<file path="config.mk">
export PLATFORM = sky130hd
export DESIGN_NAME = integer_to_text_formatter_top
export DESIGN_NICKNAME = d
export VERILOG_FILES = /design/src/rtl/core/itf_pkg.sv /design/src/rtl/core/itf_ctrl.sv /design/src/rtl/core/itf_dpath.sv /design/src/rtl/core/integer_to_text_formatter_top.sv
export VERILOG_INCLUDE_DIRS = /design/src /design/src/rtl/core
export SDC_FILE = /design/constraint.sdc
export NUM_CORES = 1
export LEC_CHECK = 0
export BUFFER_PORTS_ARGS = -buffer_cell sky130_fd_sc_hd__clkbuf_2
export CELL_PAD_IN_SITES_DETAIL_PLACEMENT = 1
export CELL_PAD_IN_SITES_GLOBAL_PLACEMENT = 1
export CORE_UTILIZATION = 43
export CTS_BUF_LIST = sky130_fd_sc_hd__clkbuf_16
export CTS_CLUSTER_DIAMETER = 100
export DETAILED_ROUTE_END_ITERATION = 16
export MAX_ROUTING_LAYER = met4
export PLACE_DENSITY = 0.75
export SYNTH_ARGS = -nofsm -noshare
export SYNTH_HDL_FRONTEND = slang
export SYNTH_SLANG_ARGS = --single-unit
</file>
<file path="constraint.sdc">
create_clock -name i_clk -period 49.9 [get_ports i_clk]
set_clock_uncertainty 0.05 [all_clocks]
set_input_delay 2.495 -clock i_clk [delete_from_list [all_inputs] [get_ports i_clk]]
set_output_delay 2.495 -clock i_clk [all_outputs]
set_load 0.1 [all_outputs]
</file>
<file path="src/rtl/core/assert_macros.svh">
// Assertion macros shared by the RTL of the integer-to-text formatter.
// Depends on nothing; included by files that carry concurrent checks.
`ifndef ASSERT_MACROS_SVH
`define ASSERT_MACROS_SVH

// Check that is switched off while reset is held.
`define ASSERT_CLK(lbl, clk, rst_n, prop) \
    lbl: assert property (@(posedge clk) disable iff (!rst_n) prop) \
        else $error("assertion failed");

// Check that also runs while reset is held.
`define ASSERT_CLK_ALWAYS(lbl, clk, prop) \
    lbl: assert property (@(posedge clk) prop) \
        else $error("assertion failed (reset-time check)");

`endif

</file>
<file path="src/rtl/core/itf_pkg.sv">
// Shared types, constants and helper functions of the integer-to-text formatter.
// No dependencies; imported by itf_ctrl, itf_dpath and the top level.
package itf_pkg;

    // Field saturation limit and default digit store depth
    localparam logic [5:0] MAX_FIELD   = 6'd60;
    localparam int         DIGIT_DEPTH = 32;

    // Radix limits
    localparam logic [5:0] RADIX_MIN = 6'd2;
    localparam logic [5:0] RADIX_MAX = 6'd36;
    localparam logic [5:0] RADIX_OCT = 6'd8;
    localparam logic [5:0] RADIX_HEX = 6'd16;

    // Format flag bit positions
    localparam int FLAG_SIGNED  = 0;
    localparam int FLAG_LEFT    = 1;
    localparam int FLAG_PLUS    = 2;
    localparam int FLAG_SPACE   = 3;
    localparam int FLAG_ZEROPAD = 4;
    localparam int FLAG_LOWER   = 5;
    localparam int FLAG_PREFIX  = 6;

    // ASCII codes
    localparam logic [7:0] CHAR_NUL   = 8'h00;
    localparam logic [7:0] CHAR_SPACE = 8'h20;
    localparam logic [7:0] CHAR_PLUS  = 8'h2B;
    localparam logic [7:0] CHAR_MINUS = 8'h2D;
    localparam logic [7:0] CHAR_0     = 8'h30;
    localparam logic [7:0] CHAR_UC_A  = 8'h41;
    localparam logic [7:0] CHAR_LC_A  = 8'h61;
    localparam logic [7:0] CHAR_UC_X  = 8'h58;
    localparam logic [7:0] CHAR_LC_X  = 8'h78;

    typedef enum logic [2:0] {
        CH_NUL,
        CH_SPACE,
        CH_ZERO,
        CH_SIGN,
        CH_X,
        CH_DIGIT
    } t_char_sel;

    // Controller -> datapath
    typedef struct packed {
        logic      load;       // capture input item
        logic      div_step;   // one 8-bit slice of the digit division
        logic      setup;      // size the padding after the last digit
        logic      emit;       // load the output register
        t_char_sel char_sel;
        logic      last;
        logic      bad;
        logic      dec_pad;
        logic      dec_precz;
        logic      dec_dig;
    } t_cmd;

    // Datapath -> controller
    typedef struct packed {
        logic       bad;
        logic       digit_end;
        logic       quot_zero;
        logic       out_free;
        logic       pad_zero;
        logic       pad_one;
        logic       precz_zero;
        logic       precz_one;
        logic       dig_zero;
        logic       has_sign;
        logic [1:0] pfx_len;
        logic       left;
        logic       zpad;
    } t_status;

    function automatic logic [7:0] digit_char(input logic [5:0] d, input logic lower);
        logic [7:0] ch;
        if (d < 6'd10) begin
            ch = CHAR_0 + 8'(d);
        end else begin
            ch = (lower ? CHAR_LC_A : CHAR_UC_A) + 8'(d) - 8'd10;
        end
        return ch;
    endfunction

endpackage

</file>
<file path="src/rtl/core/itf_ctrl.sv">
// Sequencing state machine of the integer-to-text formatter.
// Depends on itf_pkg; drives itf_dpath through t_cmd, reads t_status.
module itf_ctrl (
    input  logic            i_clk,
    input  logic            i_rst_n,
    input  logic            i_valid,
    output logic            o_in_ready,
    input  itf_pkg::t_status i_status,
    output itf_pkg::t_cmd    o_cmd
);
    import itf_pkg::*;

    typedef enum logic [3:0] {
        S_IDLE,
        S_DIV,
        S_BAD,
        S_SETUP,
        S_LEAD,
        S_SIGN,
        S_PFX0,
        S_PFXX,
        S_ZPAD,
        S_PRECZ,
        S_DIGIT,
        S_TRAIL
    } t_state;

    t_state r_state;
    t_state n_state;
    t_cmd   cmd;
    logic   dig_last;

    assign o_in_ready = (r_state == S_IDLE);
    assign o_cmd      = cmd;
    assign dig_last   = i_status.dig_zero && (!i_status.left || i_status.pad_zero);

    always_comb begin
        n_state  = r_state;
        cmd      = '0;
        cmd.char_sel = CH_NUL;
        unique case (r_state)
            S_IDLE: begin
                if (i_valid) begin
                    cmd.load = 1'b1;
                    n_state  = S_DIV;
                end
            end
            S_DIV: begin
                if (i_status.bad) begin
                    n_state = S_BAD;
                end else begin
                    cmd.div_step = 1'b1;
                    if (i_status.digit_end && i_status.quot_zero) begin
                        n_state = S_SETUP;
                    end
                end
            end
            S_BAD: begin
                if (i_status.out_free) begin
                    cmd.emit     = 1'b1;
                    cmd.char_sel = CH_NUL;
                    cmd.last     = 1'b1;
                    cmd.bad      = 1'b1;
                    n_state      = S_IDLE;
                end
            end
            S_SETUP: begin
                cmd.setup = 1'b1;
                n_state   = S_LEAD;
            end
            S_LEAD: begin
                if (i_status.pad_zero || i_status.zpad || i_status.left) begin
                    n_state = S_SIGN;
                end else if (i_status.out_free) begin
                    cmd.emit     = 1'b1;
                    cmd.char_sel = CH_SPACE;
                    cmd.dec_pad  = 1'b1;
                    if (i_status.pad_one) begin
                        n_state = S_SIGN;
                    end
                end
            end
            S_SIGN: begin
                if (!i_status.has_sign) begin
                    n_state = S_PFX0;
                end else if (i_status.out_free) begin
                    cmd.emit     = 1'b1;
                    cmd.char_sel = CH_SIGN;
                    n_state      = S_PFX0;
                end
            end
            S_PFX0: begin
                if (i_status.pfx_len == 2'd0) begin
                    n_state = S_ZPAD;
                end else if (i_status.out_free) begin
                    cmd.emit     = 1'b1;
                    cmd.char_sel = CH_ZERO;
                    n_state      = (i_status.pfx_len == 2'd2) ? S_PFXX : S_ZPAD;
                end
            end
            S_PFXX: begin
                if (i_status.out_free) begin
                    cmd.emit     = 1'b1;
                    cmd.char_sel = CH_X;
                    n_state      = S_ZPAD;
                end
            end
            S_ZPAD: begin
                if (i_status.pad_zero || !i_status.zpad) begin
                    n_state = S_PRECZ;
                end else if (i_status.out_free) begin
                    cmd.emit     = 1'b1;
                    cmd.char_sel = CH_ZERO;
                    cmd.dec_pad  = 1'b1;
                    if (i_status.pad_one) begin
                        n_state = S_PRECZ;
                    end
                end
            end
            S_PRECZ: begin
                if (i_status.precz_zero) begin
                    n_state = S_DIGIT;
                end else if (i_status.out_free) begin
                    cmd.emit      = 1'b1;
                    cmd.char_sel  = CH_ZERO;
                    cmd.dec_precz = 1'b1;
                    if (i_status.precz_one) begin
                        n_state = S_DIGIT;
                    end
                end
            end
            S_DIGIT: begin
                if (i_status.out_free) begin
                    cmd.emit     = 1'b1;
                    cmd.char_sel = CH_DIGIT;
                    cmd.dec_dig  = 1'b1;
                    cmd.last     = dig_last;
                    if (i_status.dig_zero) begin
                        n_state = dig_last ? S_IDLE : S_TRAIL;
                    end
                end
            end
            S_TRAIL: begin
                if (i_status.pad_zero) begin
                    n_state = S_IDLE;
                end else if (i_status.out_free) begin
                    cmd.emit     = 1'b1;
                    cmd.char_sel = CH_SPACE;
                    cmd.dec_pad  = 1'b1;
                    cmd.last     = i_status.pad_one;
                    if (i_status.pad_one) begin
                        n_state = S_IDLE;
                    end
                end
            end
            default: begin
                n_state = S_IDLE;
            end
        endcase
    end

    always_ff @(posedge i_clk) begin
        if (!i_rst_n) begin
            r_state <= S_IDLE;
        end else begin
            r_state <= n_state;
        end
    end

endmodule

</file>
<file path="src/rtl/core/itf_dpath.sv">
// Datapath of the integer-to-text formatter: digit divider, digit store,
// pad counters and the output register. Depends on itf_pkg; run by itf_ctrl.
module itf_dpath #(
    parameter int DIGIT_DEPTH = itf_pkg::DIGIT_DEPTH
) (
    input  logic             i_clk,
    input  logic             i_rst_n,
    input  itf_pkg::t_cmd    i_cmd,
    output itf_pkg::t_status o_status,
    input  logic [31:0]      i_value,
    input  logic [5:0]       i_radix,
    input  logic [5:0]       i_min_width,
    input  logic [5:0]       i_min_digits,
    input  logic [6:0]       i_format_flags,
    output logic             o_valid,
    input  logic             i_ready,
    output logic [7:0]       o_character,
    output logic             o_last,
    output logic             o_bad_radix
);
    import itf_pkg::*;

    localparam int CW = $clog2(DIGIT_DEPTH + 1);
    localparam int IW = $clog2(DIGIT_DEPTH);

    // Item context
    logic [31:0]   r_work;
    logic [5:0]    r_rem;
    logic [1:0]    r_byte;
    logic [5:0]    r_base;
    logic [5:0]    r_width_sat;
    logic [5:0]    r_prec_sat;
    logic          r_has_sign;
    logic [7:0]    r_sign_ch;
    logic [1:0]    r_pfx_len;
    logic          r_left;
    logic          r_zpad;
    logic          r_lower;
    logic          r_bad;
    logic [CW-1:0] r_dcount;
    logic [6:0]    r_pad;
    logic [5:0]    r_precz;
    logic [IW-1:0] r_dig_idx;
    logic [IW-1:0] n_dig_idx;
    logic [5:0]    r_rd_data;
    logic [5:0]    mem [DIGIT_DEPTH];

    // Output register
    logic          r_out_valid;
    logic [7:0]    r_out_char;
    logic          r_out_last;
    logic          r_out_bad;

    // Input decode
    logic          in_neg;
    logic          in_plus;
    logic          in_space;
    logic          in_pfx_ok;

    // Divider slice
    logic [7:0]    div_q;
    logic [5:0]    div_rem;
    logic [31:0]   n_work;

    // Setup sizing
    logic [6:0]        prec_eff;
    logic signed [7:0] size;

    logic [7:0]    out_char;

    assign in_neg    = i_format_flags[FLAG_SIGNED] && i_value[31];
    assign in_plus   = i_format_flags[FLAG_PLUS];
    assign in_space  = i_format_flags[FLAG_SPACE];
    assign in_pfx_ok = i_format_flags[FLAG_PREFIX];

    // Eight restoring steps on the top byte of the working word
    always_comb begin
        logic [5:0] rem;
        logic [6:0] trial;
        rem   = r_rem;
        div_q = '0;
        for (int i = 0; i < 8; i++) begin
            trial = {rem, r_work[31 - i]};
            if (trial >= {1'b0, r_base}) begin
                trial     = trial - {1'b0, r_base};
                div_q[7 - i] = 1'b1;
            end
            rem = trial[5:0];
        end
        div_rem = rem;
    end

    assign n_work = {r_work[23:0], div_q};

    always_comb begin
        prec_eff = ({1'b0, r_prec_sat} > 7'(r_dcount)) ? {1'b0, r_prec_sat} : 7'(r_dcount);
        size = $signed({2'b00, r_width_sat}) - $signed({7'd0, r_has_sign})
             - $signed({6'd0, r_pfx_len}) - $signed({1'b0, prec_eff});
    end

    always_comb begin
        if (i_cmd.setup) begin
            n_dig_idx = IW'(r_dcount - CW'(1));
        end else if (i_cmd.dec_dig) begin
            n_dig_idx = r_dig_idx - IW'(1);
        end else begin
            n_dig_idx = r_dig_idx;
        end
    end

    always_comb begin
        case (i_cmd.char_sel)
            CH_SPACE: out_char = CHAR_SPACE;
            CH_ZERO:  out_char = CHAR_0;
            CH_SIGN:  out_char = r_sign_ch;
            CH_X:     out_char = r_lower ? CHAR_LC_X : CHAR_UC_X;
            CH_DIGIT: out_char = digit_char(r_rd_data, r_lower);
            default:  out_char = CHAR_NUL;
        endcase
    end

    // Digit store: one write port, one registered read port
    always_ff @(posedge i_clk) begin
        if (i_cmd.div_step && r_byte == 2'd3 && r_dcount < CW'(DIGIT_DEPTH)) begin
            mem[r_dcount[IW-1:0]] <= div_rem;
        end
        r_rd_data <= mem[n_dig_idx];
    end

    // Item context and counters
    always_ff @(posedge i_clk) begin
        if (!i_rst_n) begin
            r_dcount  <= '0;
            r_pad     <= '0;
            r_precz   <= '0;
            r_dig_idx <= '0;
            r_byte    <= '0;
            r_bad     <= 1'b0;
        end else begin
            if (i_cmd.load) begin
                r_work      <= in_neg ? (~i_value + 32'd1) : i_value;
                r_rem       <= '0;
                r_byte      <= '0;
                r_dcount    <= '0;
                r_base      <= i_radix;
                r_bad       <= (i_radix < RADIX_MIN) || (i_radix > RADIX_MAX);
                r_width_sat <= (i_min_width > MAX_FIELD) ? MAX_FIELD : i_min_width;
                r_prec_sat  <= (i_min_digits > MAX_FIELD) ? MAX_FIELD : i_min_digits;
                r_has_sign  <= in_neg || in_plus || in_space;
                r_sign_ch   <= in_neg ? CHAR_MINUS : (in_plus ? CHAR_PLUS : CHAR_SPACE);
                if (in_pfx_ok && i_radix == RADIX_HEX) begin
                    r_pfx_len <= 2'd2;
                end else if (in_pfx_ok && i_radix == RADIX_OCT) begin
                    r_pfx_len <= 2'd1;
                end else begin
                    r_pfx_len <= 2'd0;
                end
                r_left  <= i_format_flags[FLAG_LEFT];
                r_zpad  <= i_format_flags[FLAG_ZEROPAD] && !i_format_flags[FLAG_LEFT];
                r_lower <= i_format_flags[FLAG_LOWER];
            end
            if (i_cmd.div_step) begin
                r_work <= n_work;
                r_byte <= r_byte + 2'd1;
                if (r_byte == 2'd3) begin
                    r_rem <= '0;
                    if (r_dcount < CW'(DIGIT_DEPTH)) begin
                        r_dcount <= r_dcount + CW'(1);
                    end
                end else begin
                    r_rem <= div_rem;
                end
            end
            if (i_cmd.setup) begin
                r_pad   <= (size > 8'sd0) ? size[6:0] : 7'd0;
                r_precz <= 6'(prec_eff - 7'(r_dcount));
            end
            if (i_cmd.dec_pad) begin
                r_pad <= r_pad - 7'd1;
            end
            if (i_cmd.dec_precz) begin
                r_precz <= r_precz - 6'd1;
            end
            r_dig_idx <= n_dig_idx;
        end
    end

    // Output register
    always_ff @(posedge i_clk) begin
        if (!i_rst_n) begin
            r_out_valid <= 1'b0;
        end else if (i_cmd.emit) begin
            r_out_valid <= 1'b1;
        end else if (i_ready) begin
            r_out_valid <= 1'b0;
        end
        if (i_cmd.emit) begin
            r_out_char <= out_char;
            r_out_last <= i_cmd.last;
            r_out_bad  <= i_cmd.bad;
        end
    end

    assign o_valid     = r_out_valid;
    assign o_character = r_out_char;
    assign o_last      = r_out_last;
    assign o_bad_radix = r_out_bad;

    always_comb begin
        o_status            = '0;
        o_status.bad        = r_bad;
        o_status.digit_end  = (r_byte == 2'd3);
        o_status.quot_zero  = (n_work == 32'd0);
        o_status.out_free   = !r_out_valid || i_ready;
        o_status.pad_zero   = (r_pad == 7'd0);
        o_status.pad_one    = (r_pad == 7'd1);
        o_status.precz_zero = (r_precz == 6'd0);
        o_status.precz_one  = (r_precz == 6'd1);
        o_status.dig_zero   = (r_dig_idx == '0);
        o_status.has_sign   = r_has_sign;
        o_status.pfx_len    = r_pfx_len;
        o_status.left       = r_left;
        o_status.zpad       = r_zpad;
    end

endmodule

</file>
<file path="src/rtl/core/integer_to_text_formatter_top.sv">
// Top level of the integer-to-text formatter: controller plus datapath.
// Depends on itf_pkg, itf_ctrl, itf_dpath and assert_macros.svh.
//
//   channel | direction | handshake           | payload
//   --------+-----------+---------------------+------------------------------------------
//   input   | in        | i_valid / o_ready   | i_value, i_radix, i_min_width,
//           |           |                     | i_min_digits, i_format_flags
//   output  | out       | o_valid / i_ready   | o_character, o_last, o_bad_radix
//
// Sequence: an accepted item is divided digit by digit (the divider retires
//   8 dividend bits per cycle over the 32-bit value; base 2 gives up to 32
//   digits), then a setup step sizes the padding, then the characters are
//   emitted as the output frees, and empty text sections are passed over.
//   A bad radix yields a single transfer.
// Reset: i_rst_n is synchronous, active low; clears the controller, counters
//   and output valid. The digit store is not cleared.
// Stalls: the output register frees the controller, so the next item can be
//   accepted while the final transfer of the previous one still waits.
`include "assert_macros.svh"

module integer_to_text_formatter_top #(
    parameter int DIGIT_DEPTH = itf_pkg::DIGIT_DEPTH
) (
    input  logic        i_clk,
    input  logic        i_rst_n,
    // input channel
    input  logic        i_valid,
    output logic        o_ready,
    input  logic [31:0] i_value,
    input  logic [5:0]  i_radix,
    input  logic [5:0]  i_min_width,
    input  logic [5:0]  i_min_digits,
    input  logic [6:0]  i_format_flags,
    // output channel
    output logic        o_valid,
    input  logic        i_ready,
    output logic [7:0]  o_character,
    output logic        o_last,
    output logic        o_bad_radix
);
    import itf_pkg::*;

    t_cmd    w_cmd;
    t_status w_status;

    // Controller: walks the text sections in printf order
    itf_ctrl u_ctrl (
        .i_clk      (i_clk),
        .i_rst_n    (i_rst_n),
        .i_valid    (i_valid),
        .o_in_ready (o_ready),
        .i_status   (w_status),
        .o_cmd      (w_cmd)
    );

    // Datapath: divider, digit store, pad counters, output register
    itf_dpath #(
        .DIGIT_DEPTH (DIGIT_DEPTH)
    ) u_dpath (
        .i_clk          (i_clk),
        .i_rst_n        (i_rst_n),
        .i_cmd          (w_cmd),
        .o_status       (w_status),
        .i_value        (i_value),
        .i_radix        (i_radix),
        .i_min_width    (i_min_width),
        .i_min_digits   (i_min_digits),
        .i_format_flags (i_format_flags),
        .o_valid        (o_valid),
        .i_ready        (i_ready),
        .o_character    (o_character),
        .o_last         (o_last),
        .o_bad_radix    (o_bad_radix)
    );

    // A bad-radix result is always the sole, final transfer of its item
    `ASSERT_CLK(a_bad_is_last, i_clk, i_rst_n, (o_valid && o_bad_radix) |-> o_last)
    // The controller never overwrites a result that is still waiting
    `ASSERT_CLK(a_emit_slot_free, i_clk, i_rst_n, w_cmd.emit |-> (!o_valid || i_ready))
    // The block is not ready in the cycle after an input transfer
    `ASSERT_CLK(a_busy_after_take, i_clk, i_rst_n, (i_valid && o_ready) |=> !o_ready)
    // Reset leaves the output empty and the input open
    `ASSERT_CLK_ALWAYS(a_reset_state, i_clk, !i_rst_n |=> (!o_valid && o_ready))

endmodule

</file>
# Word-level counts from Yosys, hierarchy flattened
# Memory sizes are Yosys's and may differ from the RTL's. A register that Yosys moved wholly into a read port is not among the register bits.
# Index checks and enable logic that the tools add are counted.
# word_totals
ff_bits	112
ramBits	192
output_inout_bits	12
mem_count	1
# op_classes
addsub	22
order_cmp	16
n_eq_ne	38
n_mux	100
bitwise	1
reduce_logical	33
# memory_table
memory	depth	width	read_ports	rd_clocked_by_memory_dff	write_ports	line	text
u_dpath.mem	32	6	1	1	1	itf_dpath.sv:46	logic [5:0] mem [DIGIT_DEPTH];
# op_table
op	count
two-way mux 4 bit	35
two-way mux 6 bit	21
two-way mux 32 bit	3
>= comparator 7 x 6 -> 1 bit	8
subtractor 6 bit	9
one-hot mux 4 bit (12 select lines)	1
one-hot mux 8 bit (5 select lines)	1
one-hot mux 4 bit (9 select lines)	1
adder 32 x 1 -> 32 bit (second input constant)	1
logical NOT 32 bit	1
inverter 32 bit	1
!= test 3 x 1 -> 1 bit (second input constant)	10
two-way mux 1 bit	25
two-way mux 5 bit	5
two-way mux 7 bit	3
greater-than comparator 6 bit (second input constant)	3
equality test 4 x 3 -> 1 bit (second input constant)	4
equality test 4 bit (second input constant)	4
AND reduction 16 bit	1
subtractor 5 x 1 -> 5 bit (second input constant)	2
adder 8 x 6 -> 8 bit	1
equality test 4 x 2 -> 1 bit (second input constant)	2
greater-than comparator 8 x 1 -> 1 bit (second input constant)	1
logical AND 1 bit	8
other kinds (37)	59

# Logic depth before layout (Yosys ltp)
# depth
word_depth	21
ltp_mapped	77
mapped_depth_nobuf	72

# Hierarchy
# From an unflattened synthesis, not the netlist that was laid out.
# hier_totals
cells_unflattened	1510
hier_area_um2	17626.9
# by_module_without_submodules
mod	n_inst	cells_each	area_per_inst_um2	seq_area_each_um2
itf_dpath	1	1410	16946.3	8698.3
itf_ctrl	1	100	680.7	80.1

# Least setup slack after synthesis
# No wires, ideal clock.
# synth_timing
path_type	register to register
from	reg u_dpath.r_base[1]
to	mem u_dpath.mem[0][0] (data pin)
setup_time_ns	0.377
t_arrival_ns	15.637
required_ns	49.473
setup_slack_ns	33.836
path_stages_with_launch	76
path_buffers	5
synth_period_minus_slack_ns	16.064
cell_sequence	edfxtp_1 inv_1 ha_1 nor2_1 a21boi_0 o21ai_2 buf_6 mux2i_1 inv_1 ha_1 a21oi_1 nand2_1 o21bai_1 a21o_1 nor2_2 buf_4 nor2_1 a21o_1 (+40 left out) o21ai_0 nand2b_1 a21o_1 a21o_1 a211o_1 a21oi_1 o21ai_1 mux2i_1 ha_1 a21oi_1 o21bai_1 a21o_1 a21o_1 o21bai_1 a21o_1 a211o_1 buf_6 a21oi_1
# synth_via
elab_chain_len	16
elab_cells_between_ends	23
classes_between	add/sub: 7; order compare: 8; mux: 8
# synth_lines
element	line	text
from (decl)	itf_dpath.sv:30	logic [5:0] r_base;
from (signal assigned)	itf_dpath.sv:145	r_base <= i_radix;
subtractor 6 bit or >= comparator 7 x 6 -> 1 bit (tied branches)	itf_dpath.sv:85, itf_dpath.sv:84	
two-way mux 6 bit	itf_dpath.sv:84	if (trial >= {1'b0, r_base}) begin
subtractor 6 bit or >= comparator 7 x 6 -> 1 bit (tied branches)	itf_dpath.sv:85, itf_dpath.sv:84	
two-way mux 6 bit	itf_dpath.sv:84	
subtractor 6 bit or >= comparator 7 x 6 -> 1 bit (tied branches)	itf_dpath.sv:85, itf_dpath.sv:84	
two-way mux 6 bit	itf_dpath.sv:84	
subtractor 6 bit or >= comparator 7 x 6 -> 1 bit (tied branches)	itf_dpath.sv:85, itf_dpath.sv:84	
two-way mux 6 bit	itf_dpath.sv:84	
subtractor 6 bit or >= comparator 7 x 6 -> 1 bit (tied branches)	itf_dpath.sv:85, itf_dpath.sv:84	
two-way mux 6 bit	itf_dpath.sv:84	
>= comparator 7 x 6 -> 1 bit or subtractor 6 bit (tied branches)	itf_dpath.sv:84, itf_dpath.sv:85	
two-way mux 6 bit	itf_dpath.sv:84	
subtractor 6 bit or >= comparator 7 x 6 -> 1 bit (tied branches)	itf_dpath.sv:85, itf_dpath.sv:84	
two-way mux 6 bit	itf_dpath.sv:84	
>= comparator 7 x 6 -> 1 bit (*)	itf_dpath.sv:84	
two-way mux 6 bit (*)	itf_dpath.sv:84	
via u_dpath.div_rem[0]	itf_dpath.sv:62	logic [5:0] div_rem;
to (decl)	itf_dpath.sv:46	
# The timed path passes the listed nets; every way through them passes the cells marked *.

# Worst setup path in the final report
# layout_timing
from	reg u_dpath.r_base[1]
to	reg u_dpath.r_rem[5] (data pin)
# layout_via
elab_chain_len	18
elab_cells_between_ends	26
classes_between	add/sub: 8; order compare: 8; mux: 10
# layout_lines
element	line	text
subtractor 6 bit or >= comparator 7 x 6 -> 1 bit (tied branches)	itf_dpath.sv:85, itf_dpath.sv:84	
two-way mux 6 bit	itf_dpath.sv:84	
subtractor 6 bit or >= comparator 7 x 6 -> 1 bit (tied branches)	itf_dpath.sv:85, itf_dpath.sv:84	
two-way mux 6 bit	itf_dpath.sv:84	
subtractor 6 bit or >= comparator 7 x 6 -> 1 bit (tied branches)	itf_dpath.sv:85, itf_dpath.sv:84	
two-way mux 6 bit	itf_dpath.sv:84	
subtractor 6 bit or >= comparator 7 x 6 -> 1 bit (tied branches)	itf_dpath.sv:85, itf_dpath.sv:84	
two-way mux 6 bit	itf_dpath.sv:84	
(+3 left out)	n/a	
two-way mux 6 bit	itf_dpath.sv:84	
subtractor 6 bit or >= comparator 7 x 6 -> 1 bit (tied branches)	itf_dpath.sv:85, itf_dpath.sv:84	
two-way mux 6 bit	itf_dpath.sv:84	
subtractor 6 bit or >= comparator 7 x 6 -> 1 bit (tied branches)	itf_dpath.sv:85, itf_dpath.sv:84	
two-way mux 6 bit (*)	itf_dpath.sv:84	
via u_dpath.div_rem[5]	itf_dpath.sv:62	
two-way mux 6 bit (*)	itf_dpath.sv:165	if (r_byte == 2'd3) begin
two-way mux 6 bit (*)	itf_dpath.sv:162	if (i_cmd.div_step) begin
to (signal assigned)	itf_dpath.sv:171	r_rem <= div_rem;
to (decl)	itf_dpath.sv:28	logic [5:0] r_rem;
# Marked as above.
# A chain may end at the register's enable or synchronous reset.

==> results.json <==
{
  "grt_start_max_net_pins": 59,
  "placed_cell_area_um2": 18100,
  "r2r_slack_ns": 31.22,
  "routed_wl_mm": 45.4,
  "grt-ovfl-total": 0,
  "timing.rr.end": "u_dpath.r_rem[5]$_SDFFCE_PP0P_",
  "yosysWarnings": 0,
  "synth_area_um2": 17200,
  "io_pins": 73,
  "dieArea_um2": 40700,
  "worstMarginPinSlew_ns": 1.03,
  "drt_iter0_markers": 737,
  "port_buffers": 72,
  "slew_headroom_pct": 31.1,
  "final.min_clock_period_ns": 18.68,
  "start_util_pct": 44.0,
  "grt_pass1_wl_mm": 71.1,
  "numCtsBuffers": 35,
  "synthToLayoutAreaGrowth_pct": 11.3,
  "async_reset_ff_share_pct": 0,
  "start_kind": "register",
  "setup_viol": 0,
  "clkSlewWorstSetupHoldPaths_ns": 0.06,
  "clk_latency_ns": 0.54,
  "dr.pass1.iters": 5,
  "hp-class": "register to register",
  "tns_ns": 0,
  "cts_root_buf": "clkbuf_16",
  "ff_latch_area_um2": 8780,
  "synth_ff_type": "edfxtp_1",
  "finalCritPeriodShare_pct": 37.4,
  "cts_tree": "yes",
  "end_kind": "register",
  "hold_depth": 2,
  "n_antenna_cell": 0,
  "grt_pass1_vias": 12500,
  "nFillCells": 4116,
  "max_stage_delay_ns": 0.88,
  "crit_arrival_ns": 18.88,
  "avgSynthCellArea_um2": 11.7,
  "synth.most_common_cell": "edfxtp_1",
  "stdcell_area_um2": 19100,
  "clk_path_buf_depth": 3,
  "place_congestion": 0.922,
  "status": "finished, final reports clean",
  "drv_cap": 0,
  "worstPathRequired_ns": 50.11,
  "postCtsSetupRepairBufs": 0,
  "synth.largest_area_cell": "edfxtp_1",
  "hold_path_end": "u_dpath.r_byte[1]$_SDFFE_PN0N_",
  "multi_input_area_um2": 7890,
  "die_height_um": 202,
  "drive_above_1_share_pct": 14.9,
  "cts_hold_buf": 0,
  "cts.sinks": 305,
  "ant_nets": 0,
  "crit_fanout": 33,
  "fin_nets": 1694,
  "synth_common_cells": "edfxtp_1, nor2_1, nand2_1",
  "hold_start": "u_dpath.r_byte[1]$_SDFFE_PN0N_",
  "wl_per_cell_um": 21.9,
  "pre_cts_slack_ns": 30.97,
  "grt_usage_pct": 23.4,
  "ys_top_cells_by_area": "edfxtp_1, ha_1, mux4_2",
  "hpwl_mm": 32.5,
  "synth_top_area_share_pct": 46.7,
  "syn_inst": 1463,
  "vias": 11900,
  "r2r_cells": 69,
  "rr_startpoint": "u_dpath.r_base[1]$_DFFE_PP_",
  "ys_ff_latch": 305,
  "final_max_slew_viol_count": 0,
  "cpMaxStageDelayCell": "a221oi_1",
  "post_cts_resized": 0,
  "synth-seq-area-share_pct": 51.1,
  "worst_slack_ns": 31.22,
  "rsz0062_at_grt": "false",
  "synth_cell_types": 74,
  "antenna_found_initial": 1,
  "hold_violations": 0,
  "synth_nets": 1631,
  "path_class": "register to register",
  "die_x_um": 202,
  "drc": 0,
  "clock.fmax_mhz": 53.5,
  "coreArea_um2": 39000,
  "rows": 72,
  "cts_max_level": 2,
  "viasPerCell": 5.75,
  "synth_edf_count": 267
}
==> per-layer routing <==
metal,track usage (%),wire (µm)
met3,3.21,1640
met1,30.8,20600
met2,37.9,22200
met4,6.30,972
met5,-,0
==> registers in the layout, summed over array words and instances (netlist names), 2 cells and up <==
signal	flops
u_dpath.r_base	6
u_dpath.r_sign_ch	3
u_dpath.r_byte	2
u_dpath.o_character	8
u_ctrl.r_state	4
u_dpath.r_pfx_len	2
u_dpath.r_precz	6
u_dpath.r_work	32
u_dpath.r_rem	6
u_dpath.r_dig_idx	5
u_dpath.r_rd_data	6
u_dpath.r_prec_sat	6
u_dpath.r_dcount	6
u_dpath.r_pad	7
u_dpath.mem	192
u_dpath.r_width_sat	6
==> cells by family (layout without fill, tap and decap cells) <==
kind of cell | count (synthesis) | after routing | synth area share, %
adder cells (fa/ha/maj) | 107 | 107 | 8.32
flip-flops | 305 | 305 | 51.1
AO/OA/AOI/OAI | 302 | 302 | 11.1
AND/OR/NAND/NOR | 412 | 412 | 11.5
buffers and inverters | 141 | 228 | 3.20
XOR/XNOR | 85 | 85 | 4.34
multiplexers | 111 | 111 | 10.3
==> cells in the final DEF (no fill, tap or decap), types with 6 or more instances in the layout <==
cell type  instances
mux4_2            48
fa_1              12
nor2b_1           17
a21oi_1           79
o21bai_1           9
dfxtp_1           38
or3_1              6
nand2b_1          16
mux2_2            26
nand2_1          110
ha_1              95
clkbuf_2          72
inv_1             97
nor2_1           128
edfxtp_1         267
nor3_1            18
a211oi_1          10
nor4_1            17
xnor2_1           53
o21a_1             8
a21o_1            28
and2_1            11
and3_1             7
nand4_1            8
or4_1              7
o211ai_1          10
a31oi_1           18
o21ai_0           86
clkbuf_16         35
mux2i_1           32
xor2_1            32
nand3_1           38
buf_4             11
==> cell type report <==
cell class              count  area share (%)
repair buffers             84            2.40
well taps                 518            3.39
flip-flops and latches    305            46.0
clock inverters            26           0.721
inverters                  83            1.63
clock buffers              35            4.59
multi-input cells        1017            41.3
==> worst max path at each step <==
stage | slack [ns] | start | endpoint
after CTS | 30.88 | u_dpath.r_base[1]$_DFFE_PP_ | u_dpath.mem[4][0]$_DFFE_PP_
after floorplan | 33.84 | u_dpath.r_base[1]$_DFFE_PP_ | u_dpath.mem[0][0]$_DFFE_PP_
after global placement | 31.89 | u_dpath.r_base[1]$_DFFE_PP_ | u_dpath.mem[12][0]$_DFFE_PP_
after global routing | 29.85 | u_dpath.r_base[1]$_DFFE_PP_ | u_dpath.r_rem[5]$_SDFFCE_PP0P_
final | 31.22 | u_dpath.r_base[1]$_DFFE_PP_ | u_dpath.r_rem[5]$_SDFFCE_PP0P_
after detailed placement | 30.97 | u_dpath.r_base[1]$_DFFE_PP_ | u_dpath.mem[12][0]$_DFFE_PP_
==> critical path: cells and delay by family, from the launching register on <==
family | cells | cell delay [ns]
muxes | 8 | 2.95
AOI/OAI and AO/OA | 36 | 8.81
and+or+nand+nor | 13 | 2.53
buffers and inverters | 4 | 0.73
DFF | 1 | 0.74
adders and majority gates | 8 | 2.59
==> through the flow <==
stage / hold slack, ns / util, % / instances
floorplan: 0.402 / - / 1463
detailed placement: 0.436 / 46.3 / 2006
finish: 0.441 / 49.0 / 2068
global route: 0.464 / 49.0 / 2068
CTS: 0.445 / 48.9 / 2067
global placement: 0.408 / 46.3 / 2006
Power is left out: the tool's default activity adds up to more than one toggle a clock period on the data nets, which glitch-free logic cannot reach.
